--- config.mk ---
export PLATFORM = sky130hd
export DESIGN_NAME = fir_lowpass_7tap_with_bypass_top
export DESIGN_NICKNAME = d
export VERILOG_FILES = /design/src/fir7lp_pkg.sv /design/src/fir_lowpass_7tap_with_bypass_top.sv /design/src/fir7lp_cfg_regs.sv /design/src/fir7lp_datapath.sv
export SDC_FILE = /design/constraint.sdc
export NUM_CORES = 2
export LEC_CHECK = 0
export ABC_AREA = 0
export BUFFER_PORTS_ARGS = -buffer_cell sky130_fd_sc_hd__buf_2
export CORE_UTILIZATION = 40
export CTS_CLUSTER_DIAMETER = 50
export DETAILED_ROUTE_END_ITERATION = 7
export SETUP_SLACK_MARGIN = 0.5
export SYNTH_ARGS = -nofsm -noshare
export SYNTH_HDL_FRONTEND = slang
export SYNTH_SLANG_ARGS = --single-unit
--- constraint.sdc ---
create_clock -name aclk -period 12.4 [get_ports aclk]
set_input_delay 1.24 -clock aclk [delete_from_list [all_inputs] [get_ports aclk]]
set_output_delay 1.24 -clock aclk [all_outputs]
set_load 0.01 [all_outputs]
--- src/fir7lp_pkg.sv ---
// ---------------------------------------------------------------------------
// fir7lp_pkg
// Shared types and constants for the seven-tap low-pass FIR with bypass:
// configuration register map, control bundle and coefficient reset values.
// ---------------------------------------------------------------------------
`default_nettype none

package fir7lp_pkg;

    // Configuration port geometry
    localparam int CFG_INDEX_BITS = 3;
    localparam int CFG_DATA_BITS  = 16;
    localparam int CFG_COEF_BITS  = 16;
    localparam int ATTEN_BITS     = 10;

    // Delay line depth (taps 1..6)
    localparam int HIST_LEN = 6;

    // Register map
    typedef enum logic [CFG_INDEX_BITS-1:0] {
        REG_COEF_OUTER  = 3'd0,
        REG_COEF_SECOND = 3'd1,
        REG_COEF_THIRD  = 3'd2,
        REG_COEF_CENTER = 3'd3,
        REG_BYPASS_MODE = 3'd4,
        REG_ATTENUATION = 3'd5
    } cfg_reg_t;

    // Reset values of the coefficients, Q0.16
    localparam logic [CFG_COEF_BITS-1:0] COEF_OUTER_RST  = 16'd5138;
    localparam logic [CFG_COEF_BITS-1:0] COEF_SECOND_RST = 16'd11605;
    localparam logic [CFG_COEF_BITS-1:0] COEF_THIRD_RST  = 16'd14427;
    localparam logic [CFG_COEF_BITS-1:0] COEF_CENTER_RST = 16'd18082;

    // Mode and offset controls handed to the datapath
    typedef struct packed {
        logic                  bypass;
        logic [ATTEN_BITS-1:0] attenuation;
    } fir7lp_ctrl_t;

endpackage

`default_nettype wire

--- src/fir_lowpass_7tap_with_bypass_top.sv ---
// ---------------------------------------------------------------------------
// fir_lowpass_7tap_with_bypass_top
// Seven-tap symmetric low-pass FIR with bypass, attenuation offset and
// saturation to the sample range, with a register write port.
// ---------------------------------------------------------------------------
// Pipeline: the edge that accepts an input transaction loads the pre-add register;
// the multiply register and then the result register follow, and the last drives m_valid.
// Throughput: one sample per cycle while m_ready holds; the four multipliers work in parallel.
// Reset (aresetn low, synchronous): delay line cleared to zero, pipeline
// emptied, coefficients back to their defaults, filter mode, zero offset.
`default_nettype none

module fir_lowpass_7tap_with_bypass_top
    import fir7lp_pkg::*;
#(
    parameter int SAMPLE_BITS = 12,
    parameter int COEF_BITS   = 16
) (
    input  wire logic                      aclk,
    input  wire logic                      aresetn,
    input  wire logic                      s_valid,
    output      logic                      s_ready,
    input  wire logic [SAMPLE_BITS-1:0]    s_sample_in,
    output      logic                      m_valid,
    input  wire logic                      m_ready,
    output      logic [SAMPLE_BITS-1:0]    m_sample_out,
    output      logic                      m_clipped,
    input  wire logic                      cfg_valid,
    output      logic                      cfg_ready,
    input  wire logic [CFG_INDEX_BITS-1:0] cfg_index,
    input  wire logic [CFG_DATA_BITS-1:0]  cfg_data
);

    logic [COEF_BITS-1:0] coef_outer, coef_second, coef_third, coef_center;
    fir7lp_ctrl_t         ctrl;

    // Configuration registers
    fir7lp_cfg_regs #(
        .COEF_BITS (COEF_BITS)
    ) u_cfg_regs (
        .aclk        (aclk),
        .aresetn     (aresetn),
        .cfg_valid   (cfg_valid),
        .cfg_ready   (cfg_ready),
        .cfg_index   (cfg_index),
        .cfg_data    (cfg_data),
        .coef_outer  (coef_outer),
        .coef_second (coef_second),
        .coef_third  (coef_third),
        .coef_center (coef_center),
        .ctrl        (ctrl)
    );

    // Filter pipeline
    fir7lp_datapath #(
        .SAMPLE_BITS (SAMPLE_BITS),
        .COEF_BITS   (COEF_BITS)
    ) u_datapath (
        .aclk         (aclk),
        .aresetn      (aresetn),
        .s_valid      (s_valid),
        .s_ready      (s_ready),
        .s_sample_in  (s_sample_in),
        .m_valid      (m_valid),
        .m_ready      (m_ready),
        .m_sample_out (m_sample_out),
        .m_clipped    (m_clipped),
        .coef_outer   (coef_outer),
        .coef_second  (coef_second),
        .coef_third   (coef_third),
        .coef_center  (coef_center),
        .ctrl         (ctrl)
    );

endmodule

`default_nettype wire

--- src/fir7lp_cfg_regs.sv ---
// ---------------------------------------------------------------------------
// fir7lp_cfg_regs
// Configuration register file: four coefficients, bypass mode and the
// attenuation offset, written through a valid/ready write channel.
// ---------------------------------------------------------------------------
`default_nettype none

module fir7lp_cfg_regs
    import fir7lp_pkg::*;
#(
    parameter int COEF_BITS = 16
) (
    input  wire logic                      aclk,
    input  wire logic                      aresetn,
    input  wire logic                      cfg_valid,
    output      logic                      cfg_ready,
    input  wire logic [CFG_INDEX_BITS-1:0] cfg_index,
    input  wire logic [CFG_DATA_BITS-1:0]  cfg_data,
    output      logic [COEF_BITS-1:0]      coef_outer,
    output      logic [COEF_BITS-1:0]      coef_second,
    output      logic [COEF_BITS-1:0]      coef_third,
    output      logic [COEF_BITS-1:0]      coef_center,
    output      fir7lp_ctrl_t              ctrl
);

    logic [COEF_BITS-1:0] coef_outer_reg,  coef_outer_next;
    logic [COEF_BITS-1:0] coef_second_reg, coef_second_next;
    logic [COEF_BITS-1:0] coef_third_reg,  coef_third_next;
    logic [COEF_BITS-1:0] coef_center_reg, coef_center_next;
    fir7lp_ctrl_t         ctrl_reg,        ctrl_next;
    logic [COEF_BITS-1:0] coef_wdata;

    // Every write is accepted at once; cfg_ready is tied high
    assign cfg_ready  = 1'b1;
    assign coef_wdata = COEF_BITS'(cfg_data[CFG_COEF_BITS-1:0]);

    // Decode the register index; unknown indexes are dropped
    always_comb begin
        coef_outer_next  = coef_outer_reg;
        coef_second_next = coef_second_reg;
        coef_third_next  = coef_third_reg;
        coef_center_next = coef_center_reg;
        ctrl_next        = ctrl_reg;
        if (cfg_valid && cfg_ready) begin
            unique case (cfg_reg_t'(cfg_index))
                REG_COEF_OUTER:  coef_outer_next  = coef_wdata;
                REG_COEF_SECOND: coef_second_next = coef_wdata;
                REG_COEF_THIRD:  coef_third_next  = coef_wdata;
                REG_COEF_CENTER: coef_center_next = coef_wdata;
                REG_BYPASS_MODE: ctrl_next.bypass = cfg_data[0];
                REG_ATTENUATION: ctrl_next.attenuation = cfg_data[ATTEN_BITS-1:0];
                default: ;
            endcase
        end
    end

    always_ff @(posedge aclk) begin
        if (!aresetn) begin
            coef_outer_reg   <= COEF_BITS'(COEF_OUTER_RST);
            coef_second_reg  <= COEF_BITS'(COEF_SECOND_RST);
            coef_third_reg   <= COEF_BITS'(COEF_THIRD_RST);
            coef_center_reg  <= COEF_BITS'(COEF_CENTER_RST);
            ctrl_reg         <= '0;
        end else begin
            coef_outer_reg   <= coef_outer_next;
            coef_second_reg  <= coef_second_next;
            coef_third_reg   <= coef_third_next;
            coef_center_reg  <= coef_center_next;
            ctrl_reg         <= ctrl_next;
        end
    end

    assign coef_outer  = coef_outer_reg;
    assign coef_second = coef_second_reg;
    assign coef_third  = coef_third_reg;
    assign coef_center = coef_center_reg;
    assign ctrl        = ctrl_reg;

endmodule

`default_nettype wire

--- src/fir7lp_datapath.sv ---
// ---------------------------------------------------------------------------
// fir7lp_datapath
// Delay line, symmetric pre-add, coefficient multiply, sum, offset and
// saturation. Three register stages with per-stage flow control.
// ---------------------------------------------------------------------------
`default_nettype none

module fir7lp_datapath
    import fir7lp_pkg::*;
#(
    parameter int SAMPLE_BITS = 12,
    parameter int COEF_BITS   = 16
) (
    input  wire logic                   aclk,
    input  wire logic                   aresetn,
    input  wire logic                   s_valid,
    output      logic                   s_ready,
    input  wire logic [SAMPLE_BITS-1:0] s_sample_in,
    output      logic                   m_valid,
    input  wire logic                   m_ready,
    output      logic [SAMPLE_BITS-1:0] m_sample_out,
    output      logic                   m_clipped,
    input  wire logic [COEF_BITS-1:0]   coef_outer,
    input  wire logic [COEF_BITS-1:0]   coef_second,
    input  wire logic [COEF_BITS-1:0]   coef_third,
    input  wire logic [COEF_BITS-1:0]   coef_center,
    input  wire fir7lp_ctrl_t           ctrl
);

    localparam int PAIR_BITS = SAMPLE_BITS + 1;
    localparam int PROD_BITS = COEF_BITS + PAIR_BITS;
    localparam int SUM_BITS  = COEF_BITS + SAMPLE_BITS + 3;
    localparam int RAW_BITS  = SAMPLE_BITS + 3;
    localparam logic [SAMPLE_BITS-1:0] SAMPLE_MAX = '1;

    // Delay line, newest first
    logic [SAMPLE_BITS-1:0] hist_reg [HIST_LEN];

    // Stage 0: pre-added tap pairs
    logic                   v0_reg;
    logic [PAIR_BITS-1:0]   pair_outer_reg, pair_second_reg, pair_third_reg;
    logic [SAMPLE_BITS-1:0] center_reg, x0_reg;

    // Stage 1: products
    logic                   v1_reg;
    logic [PROD_BITS-1:0]   prod_outer_reg, prod_second_reg, prod_third_reg;
    logic [PROD_BITS-1:0]   prod_center_reg;
    logic [SAMPLE_BITS-1:0] x1_reg;

    // Stage 2: result
    logic                   out_valid_reg;
    logic [SAMPLE_BITS-1:0] out_sample_reg, out_sample_next;
    logic                   out_clip_reg,   out_clip_next;

    logic ready1, ready2, s_take;
    logic [SUM_BITS-1:0] sum;
    logic [RAW_BITS-1:0] raw, att, diff;

    // Flow control: a stage loads when it is empty or its successor loads
    assign ready2  = !out_valid_reg || m_ready;
    assign ready1  = !v1_reg || ready2;
    assign s_ready = !v0_reg || ready1;
    assign s_take  = s_valid && s_ready;

    // Valid bits
    always_ff @(posedge aclk) begin
        if (!aresetn) begin
            v0_reg        <= 1'b0;
            v1_reg        <= 1'b0;
            out_valid_reg <= 1'b0;
        end else begin
            if (s_ready) begin
                v0_reg <= s_valid;
            end
            if (ready1) begin
                v1_reg <= v0_reg;
            end
            if (ready2) begin
                out_valid_reg <= v1_reg;
            end
        end
    end

    // Advance the delay line on every accepted transaction, in both modes
    always_ff @(posedge aclk) begin
        if (!aresetn) begin
            for (int k = 0; k < HIST_LEN; k++) begin
                hist_reg[k] <= '0;
            end
        end else if (s_take) begin
            hist_reg[0] <= s_sample_in;
            for (int k = 1; k < HIST_LEN; k++) begin
                hist_reg[k] <= hist_reg[k-1];
            end
        end
    end

    // Stage 0: fold the symmetric taps
    always_ff @(posedge aclk) begin
        if (s_take) begin
            pair_outer_reg  <= PAIR_BITS'(s_sample_in) + PAIR_BITS'(hist_reg[5]);
            pair_second_reg <= PAIR_BITS'(hist_reg[0]) + PAIR_BITS'(hist_reg[4]);
            pair_third_reg  <= PAIR_BITS'(hist_reg[1]) + PAIR_BITS'(hist_reg[3]);
            center_reg      <= hist_reg[2];
            x0_reg          <= s_sample_in;
        end
    end

    // Stage 1: four multiplies
    always_ff @(posedge aclk) begin
        if (ready1 && v0_reg) begin
            prod_outer_reg  <= PROD_BITS'(coef_outer)  * PROD_BITS'(pair_outer_reg);
            prod_second_reg <= PROD_BITS'(coef_second) * PROD_BITS'(pair_second_reg);
            prod_third_reg  <= PROD_BITS'(coef_third)  * PROD_BITS'(pair_third_reg);
            prod_center_reg <= PROD_BITS'(coef_center) * PROD_BITS'(center_reg);
            x1_reg          <= x0_reg;
        end
    end

    // Stage 2: sum, truncate, subtract offset, saturate
    always_comb begin
        sum = SUM_BITS'(prod_outer_reg) + SUM_BITS'(prod_second_reg)
            + SUM_BITS'(prod_third_reg) + SUM_BITS'(prod_center_reg);
        raw = ctrl.bypass ? RAW_BITS'(x1_reg) : sum[SUM_BITS-1:COEF_BITS];
        att = RAW_BITS'(ctrl.attenuation);
        diff = raw - att;
        if (raw < att) begin
            out_sample_next = '0;
            out_clip_next   = 1'b1;
        end else if (diff[RAW_BITS-1:SAMPLE_BITS] != '0) begin
            out_sample_next = SAMPLE_MAX;
            out_clip_next   = 1'b1;
        end else begin
            out_sample_next = diff[SAMPLE_BITS-1:0];
            out_clip_next   = 1'b0;
        end
    end

    always_ff @(posedge aclk) begin
        if (ready2 && v1_reg) begin
            out_sample_reg <= out_sample_next;
            out_clip_reg   <= out_clip_next;
        end
    end

    assign m_valid      = out_valid_reg;
    assign m_sample_out = out_sample_reg;
    assign m_clipped    = out_clip_reg;

    // A clipped result sits at one of the two rails
    assert property (@(posedge aclk) disable iff (!aresetn)
        (m_valid && m_clipped) |-> (m_sample_out == '0 || m_sample_out == SAMPLE_MAX))
        else $error("clipped result not at a rail");

    // Input stalls only when every stage holds a transaction
    assert property (@(posedge aclk) disable iff (!aresetn)
        !s_ready |-> (v0_reg && v1_reg && out_valid_reg))
        else $error("input stalled with a free stage");

    // Reset leaves the pipeline empty
    assert property (@(posedge aclk)
        !aresetn |=> (!v0_reg && !v1_reg && !out_valid_reg))
        else $error("pipeline not empty after reset");

endmodule

`default_nettype wire
== Word level (Yosys, flattened, before mapping) ==
Memories as Yosys holds them, arrays and structs flattened.
Cells that the tools add are included.

* Add/sub/neg operators: 7
* Equal/unequal tests: 5
* Multiplexer cells: 13
* Bitwise gates (word level): 6
* Order comparisons: 1
* Multiply operators: 4
* Reductions and logical operators: 17

{| class="wikitable"
|+ Operator list
! operator !! number
|-
| $mul 16x13->29 || 3
|-
| $mux 12 || 7
|-
| $add 12x12->13 || 3
|-
| $add 31x28->31 || 1
|-
| $add 31x29->31 || 1
|-
| $add 29x29->30 || 1
|-
| $mul 16x12->28 || 1
|-
| $lt 15x10->1 || 1
|-
| $mux 15 || 1
|-
| $sub 15x10->15 || 1
|-
| $reduce_and 2->1 || 6
|-
| $eq 3x2->1 const B || 2
|-
| $eq 3x3->1 const B || 2
|-
| $or 1x1->1 || 6
|-
| $mux 1 || 5
|-
| $eq 3x1->1 const B || 1
|-
| $logic_and 1x1->1 || 3
|-
| $logic_not 1->1 || 3
|-
| $logic_not 3->1 || 1
|-
| $logic_or 1x1->1 || 3
|-
| $reduce_bool 3->1 || 1
|}

* RAM bits: 72
* Input bits: 36
* Output and inout bits: 16
* Word-level logic and storage cells: 75
* Bits in registers: 281
* Memories kept: 1

{| class="wikitable"
|+ Memories
! memory !! depth !! width !! read ports !! clocked after memory_dff !! wr ports !! RTL line !! text
|-
| u_datapath.hist_reg || 6 || 12 || 6 || 0 || 6 || fir7lp_datapath.sv:37 || <nowiki>logic [SAMPLE_BITS-1:0] hist_reg [HIST_LEN];</nowiki>
|}

== Logic depth before layout (Yosys ltp) ==
* Depth after elaboration: 9
* Mapped depth: 34
* Depth with buffers taken out: 33

== Hierarchy ==
Synthesis repeated with hierarchy kept, for this count alone.

* Cells, all modules: 4199
* Area total of the unflattened synthesis: 41770.1 um^2

{| class="wikitable"
|+ Modules (own cells, without submodules)
! module !! times used !! area each (um^2) !! seq. area each (um^2) !! cells each
|-
| fir7lp_datapath || 1 || 38799.7 || 8318.0 || 3909
|-
| fir7lp_cfg_regs || 1 || 2970.3 || 1501.4 || 290
|}

== Worst setup path after synthesis ==
Ideal clock, no wire load.

* Kind: input -> register
* Start point: in m_ready
* End point: reg u_datapath.prod_center_reg[0], enable pin
* Path buffers: 0
* Library setup time: 0.807 ns
* Path slack: 1.083 ns
* Required time: 11.593 ns
* Cell stages on the path: 2
* Data arrival time: 10.510 ns
* Path through: nor2b_1 a21boi_0

* Word-level cells in the longest chain between the ends: 3

{| class="wikitable"
|+ Ends and longest elaborated chain
! what !! RTL line !! text
|-
| start: declaration || fir_lowpass_7tap_with_bypass_top.sv:25 || <nowiki>input wire logic m_ready,</nowiki>
|-
| $logic_or 1x1->1 || fir7lp_datapath.sv:60 || <nowiki>assign ready2 = !out_valid_reg || m_ready;</nowiki>
|-
| $logic_or 1x1->1 || fir7lp_datapath.sv:61 || <nowiki>assign ready1 = !v1_reg || ready2;</nowiki>
|-
| $logic_and 1x1->1 || fir7lp_datapath.sv:111 || <nowiki>if (ready1 && v0_reg) begin</nowiki>
|-
| end signal: assignment || fir7lp_datapath.sv:115 || <nowiki>prod_center_reg <= PROD_BITS'(coef_center) * PROD_BITS'(center_reg);</nowiki>
|-
| end: declaration || fir7lp_datapath.sv:47 || <nowiki>logic [PROD_BITS-1:0] prod_center_reg;</nowiki>
|}

Every way passes these cells.
A chain may end at the register's enable or synchronous reset.

== Final worst setup path ==
* Start point: reg u_datapath.prod_second_reg[0]
* End point: reg u_datapath.out_sample_reg[5] (netlist: u_datapath.m_sample_out[5]) (data pin)

* Word-level cells in the longest chain between the ends: 7
* Elaborated cells on any way between the ends: 8
* Those cells by class: add/sub (4); order compare (1); mux (2); reduce/logical (1)

{| class="wikitable"
|+ Ends and longest elaborated chain
! what !! RTL line !! text
|-
| start: declaration || fir7lp_datapath.sv:46 || <nowiki>logic [PROD_BITS-1:0] prod_outer_reg, prod_second_reg, prod_third_reg;</nowiki>
|-
| start signal: assignment || fir7lp_datapath.sv:113 || <nowiki>prod_second_reg <= PROD_BITS'(coef_second) * PROD_BITS'(pair_second_reg);</nowiki>
|-
| $add 29x29->30 (*) || fir7lp_datapath.sv:122 || <nowiki>sum = SUM_BITS'(prod_outer_reg) + SUM_BITS'(prod_second_reg)</nowiki>
|-
| $add 31x29->31 (*) || fir7lp_datapath.sv:123 || <nowiki>+ SUM_BITS'(prod_third_reg) + SUM_BITS'(prod_center_reg);</nowiki>
|-
| $add 31x28->31 (*) || fir7lp_datapath.sv:123 ||
|-
| $mux 15 (*) || fir7lp_datapath.sv:124 || <nowiki>raw = ctrl.bypass ? RAW_BITS'(x1_reg) : sum[SUM_BITS-1:COEF_BITS];</nowiki>
|-
| $sub 15x10->15 || fir7lp_datapath.sv:126 || <nowiki>diff = raw - att;</nowiki>
|-
| $reduce_bool 3->1 || fir7lp_datapath.sv:130 || <nowiki>end else if (diff[RAW_BITS-1:SAMPLE_BITS] != '0) begin</nowiki>
|-
| $mux 12 || fir7lp_datapath.sv:130 ||
|-
| end signal: assignment || fir7lp_datapath.sv:141 || <nowiki>out_sample_reg <= out_sample_next;</nowiki>
|-
| end: declaration || fir7lp_datapath.sv:52 || <nowiki>logic [SAMPLE_BITS-1:0] out_sample_reg, out_sample_next;</nowiki>
|}

Mark *: on every way between the ends. The rest lies on a longest branch, timed or not.

==> impl_metrics.ini <==
[timing]
fmax_ghz = 0.114
fin_setup_tns_ns = 0
setup_slack_ns = 3.66
hold_violations = 0
tightest_slew_ns = 1.21
finClkSkew_ns = 0.0399
min_period_ns = 8.74
finalSetupViolations = 0
rsz0062_at_grt = no
relSlewSlack_pct = 19.0
drv_slew = 0
post-route-period-util_pct = 70.5
hold_slack_ns = 0.417

[cells_and_area]
fillers = 10000
final_nets = 5389
area_growth_pct = 7.85
largest_reg_flops = 72
drive_gt1_share_pct = 3.94
fin_area_um2 = 45300

[outcome]
status = finished clean

[clocking]
cts-resized-gates = 0
cts-htree-levels = 2
cts_root_buffer = clkbuf_16
cts_tree = done
hold_buffers = 0
numCtsBuffers = 50
post-cts-setup-buffers = 0
clock-sinks = 353
worstSkewPairLatency_ns = 0.62
clk_pin_slew_ns = 0.06
cts_buffer_depth = 3

[global_routing]
grt_first_pass_wirelength_mm = 180
gr-usage-all-layers_pct = 22.0
overflow = 0
grt_max_degree = 109
antenna_found_initial = 3
grt_pass1_vias = 30700

[floorplanning]
die_h_um = 326
num_rows = 118
core_um2 = 104000
die_w_um = 326
initial_core_util_pct = 40.5
io_pins = 52
die-area_um2 = 106000

[synthesis]
synthCells = 4360
netlist_top_cells_area = fa_1 (30%), edfxtp_1 (20%), ha_1 (12%), inv_1 (7.0%), nand2_1 (6.8%)
avgSynthCellArea_um2 = 9.63
synth_top_cell_by_area = fa_1
yosys-top-cells-count = inv_1 (787), nand2_1 (762), fa_1 (634)
yosysWarnings = 0
synth_nets = 5423
async_flop_share_pct = 0
synth.most_common_cell = inv_1
ys.flop_type = edfxtp_1
synth_edf_count = 275
seq_area_frac_synth_pct = 23.4
yosys_register_bits = 353
syn_area_um2 = 42000
yosysUniqueCellTypes = 70
yosysTopAreaCellShare_pct = 30.2

[place]
io_buffers = 50
post_dp_cell_area_um2 = 43600
place_ws_ns = 3.89
dp.final_hpwl_mm = 88.0
place_congestion = 0.925

[detailed_routing]
ant_nets = 0
wire_per_inst_um = 19.8
drt-initial-drc-count = 2160
first_pass_iters = 5
routed_wl_mm = 114
drc = 0
drt-vias-per-instance = 5.14
vias = 29600

[critical_path]
reg2reg_slack_ns = 3.66
cp_max_fo = 13
startpoint_type = flip-flop
worstPathBufferInverterCount = 1
max_stage_delay_ns = 0.62
cpMostUsedCell = a21oi_1
crit_family = compound AO/OA/AOI/OAI gates
worst_path_max_delay_cell = a2111oi_1
crit_type = reg -> reg
arrival_ns = 9.11
required_ns = 12.77
cp-end-kind = flip-flop

[run]
max_cap_viol_count = 0

[hold_path]
min_path_type = reg -> reg
## kinds of logic after synthesis
family | synth area share, %
buf+inv | 8.48
mux | 0.0477
compound gates | 7.19
fa+ha+maj | 41.9
simple gates | 15.8
xor+xnor | 3.17
other cells | 0.00893
flops | 23.4
## per-stage QoR
stage | util, % | cells
floorplan | - | 4360
global placement | 42.0 | 5653
detailed placement | 42.0 | 5653
CTS | 43.6 | 5746
global route | 43.6 | 5747
finish | 43.6 | 5748
## final cells by class
class,instances,area (um^2),share of cell area [%]
timing repair buffer,72,415,0.917
tap,1380,1730,3.81
sequential,353,9820,21.7
clock buffer,61,1340,2.95
multi-input combinational,3061,28700,63.3
inverter,788,2960,6.53
antenna,1,2.50,0.00552
clock inverter,32,385,0.851
## placed cells by master (no fill, tap or decap), types with 38 or more instances in the layout
master,n
inv_1,787
nand2_1,762
fa_1,634
ha_1,393
and2_1,287
edfxtp_1,275
a21oi_1,124
nor2_1,117
xnor2_1,104
and3_1,83
dfxtp_1,78
o21ai_0,66
a21boi_0,61
nand3_1,53
clkbuf_16,52
a21o_1,51
buf_2,50
xor2_1,48
o21a_1,40
nor3_1,38
## worst reg2reg max path: cells and delay by family (launching register included)
kind / cells / cell delay, ns
compound gates: 19 / 5.03
fa+ha+maj: 5 / 1.82
buf+inv: 1 / 0.04
xor+xnor: 1 / 0.20
simple gates: 5 / 1.04
flops: 1 / 0.38
## worst paths after layout
kind / startpoint / endpoint / cells after the start
worst max-delay path: u_datapath.prod_second_reg[0]$_DFFE_PP_ / u_datapath.m_sample_out[5]$_SDFFCE_PN0P_ / 31
worst min-delay path: u_datapath.x0_reg[9]$_DFFE_PP_ / u_datapath.x1_reg[9]$_DFFE_PP_ / 0
worst max register to register: u_datapath.prod_second_reg[0]$_DFFE_PP_ / u_datapath.m_sample_out[5]$_SDFFCE_PN0P_ / 31
worst min register to register: u_datapath.x0_reg[9]$_DFFE_PP_ / u_datapath.x1_reg[9]$_DFFE_PP_ / 0
## metal layers
| metal | GRT usage, % | vias to the layer above | share of wire [%] | wire length, um |
|---|---|---|---|---|
| met1 | 31.8 | 15000 | 46 | 52400 |
| met3 | 2.55 | 121 | 6.1 | 6890 |
| met4 | 5.30 | 0 | 2.4 | 2680 |
| met5 | 0 | - | 0 | 0 |
| li1 | - | 13600 | - | - |
| met2 | 35.2 | 798 | 45 | 51600 |
Power is left out: the tool's default activity adds up to more than one toggle a clock period on the data nets, which glitch-free logic cannot reach.
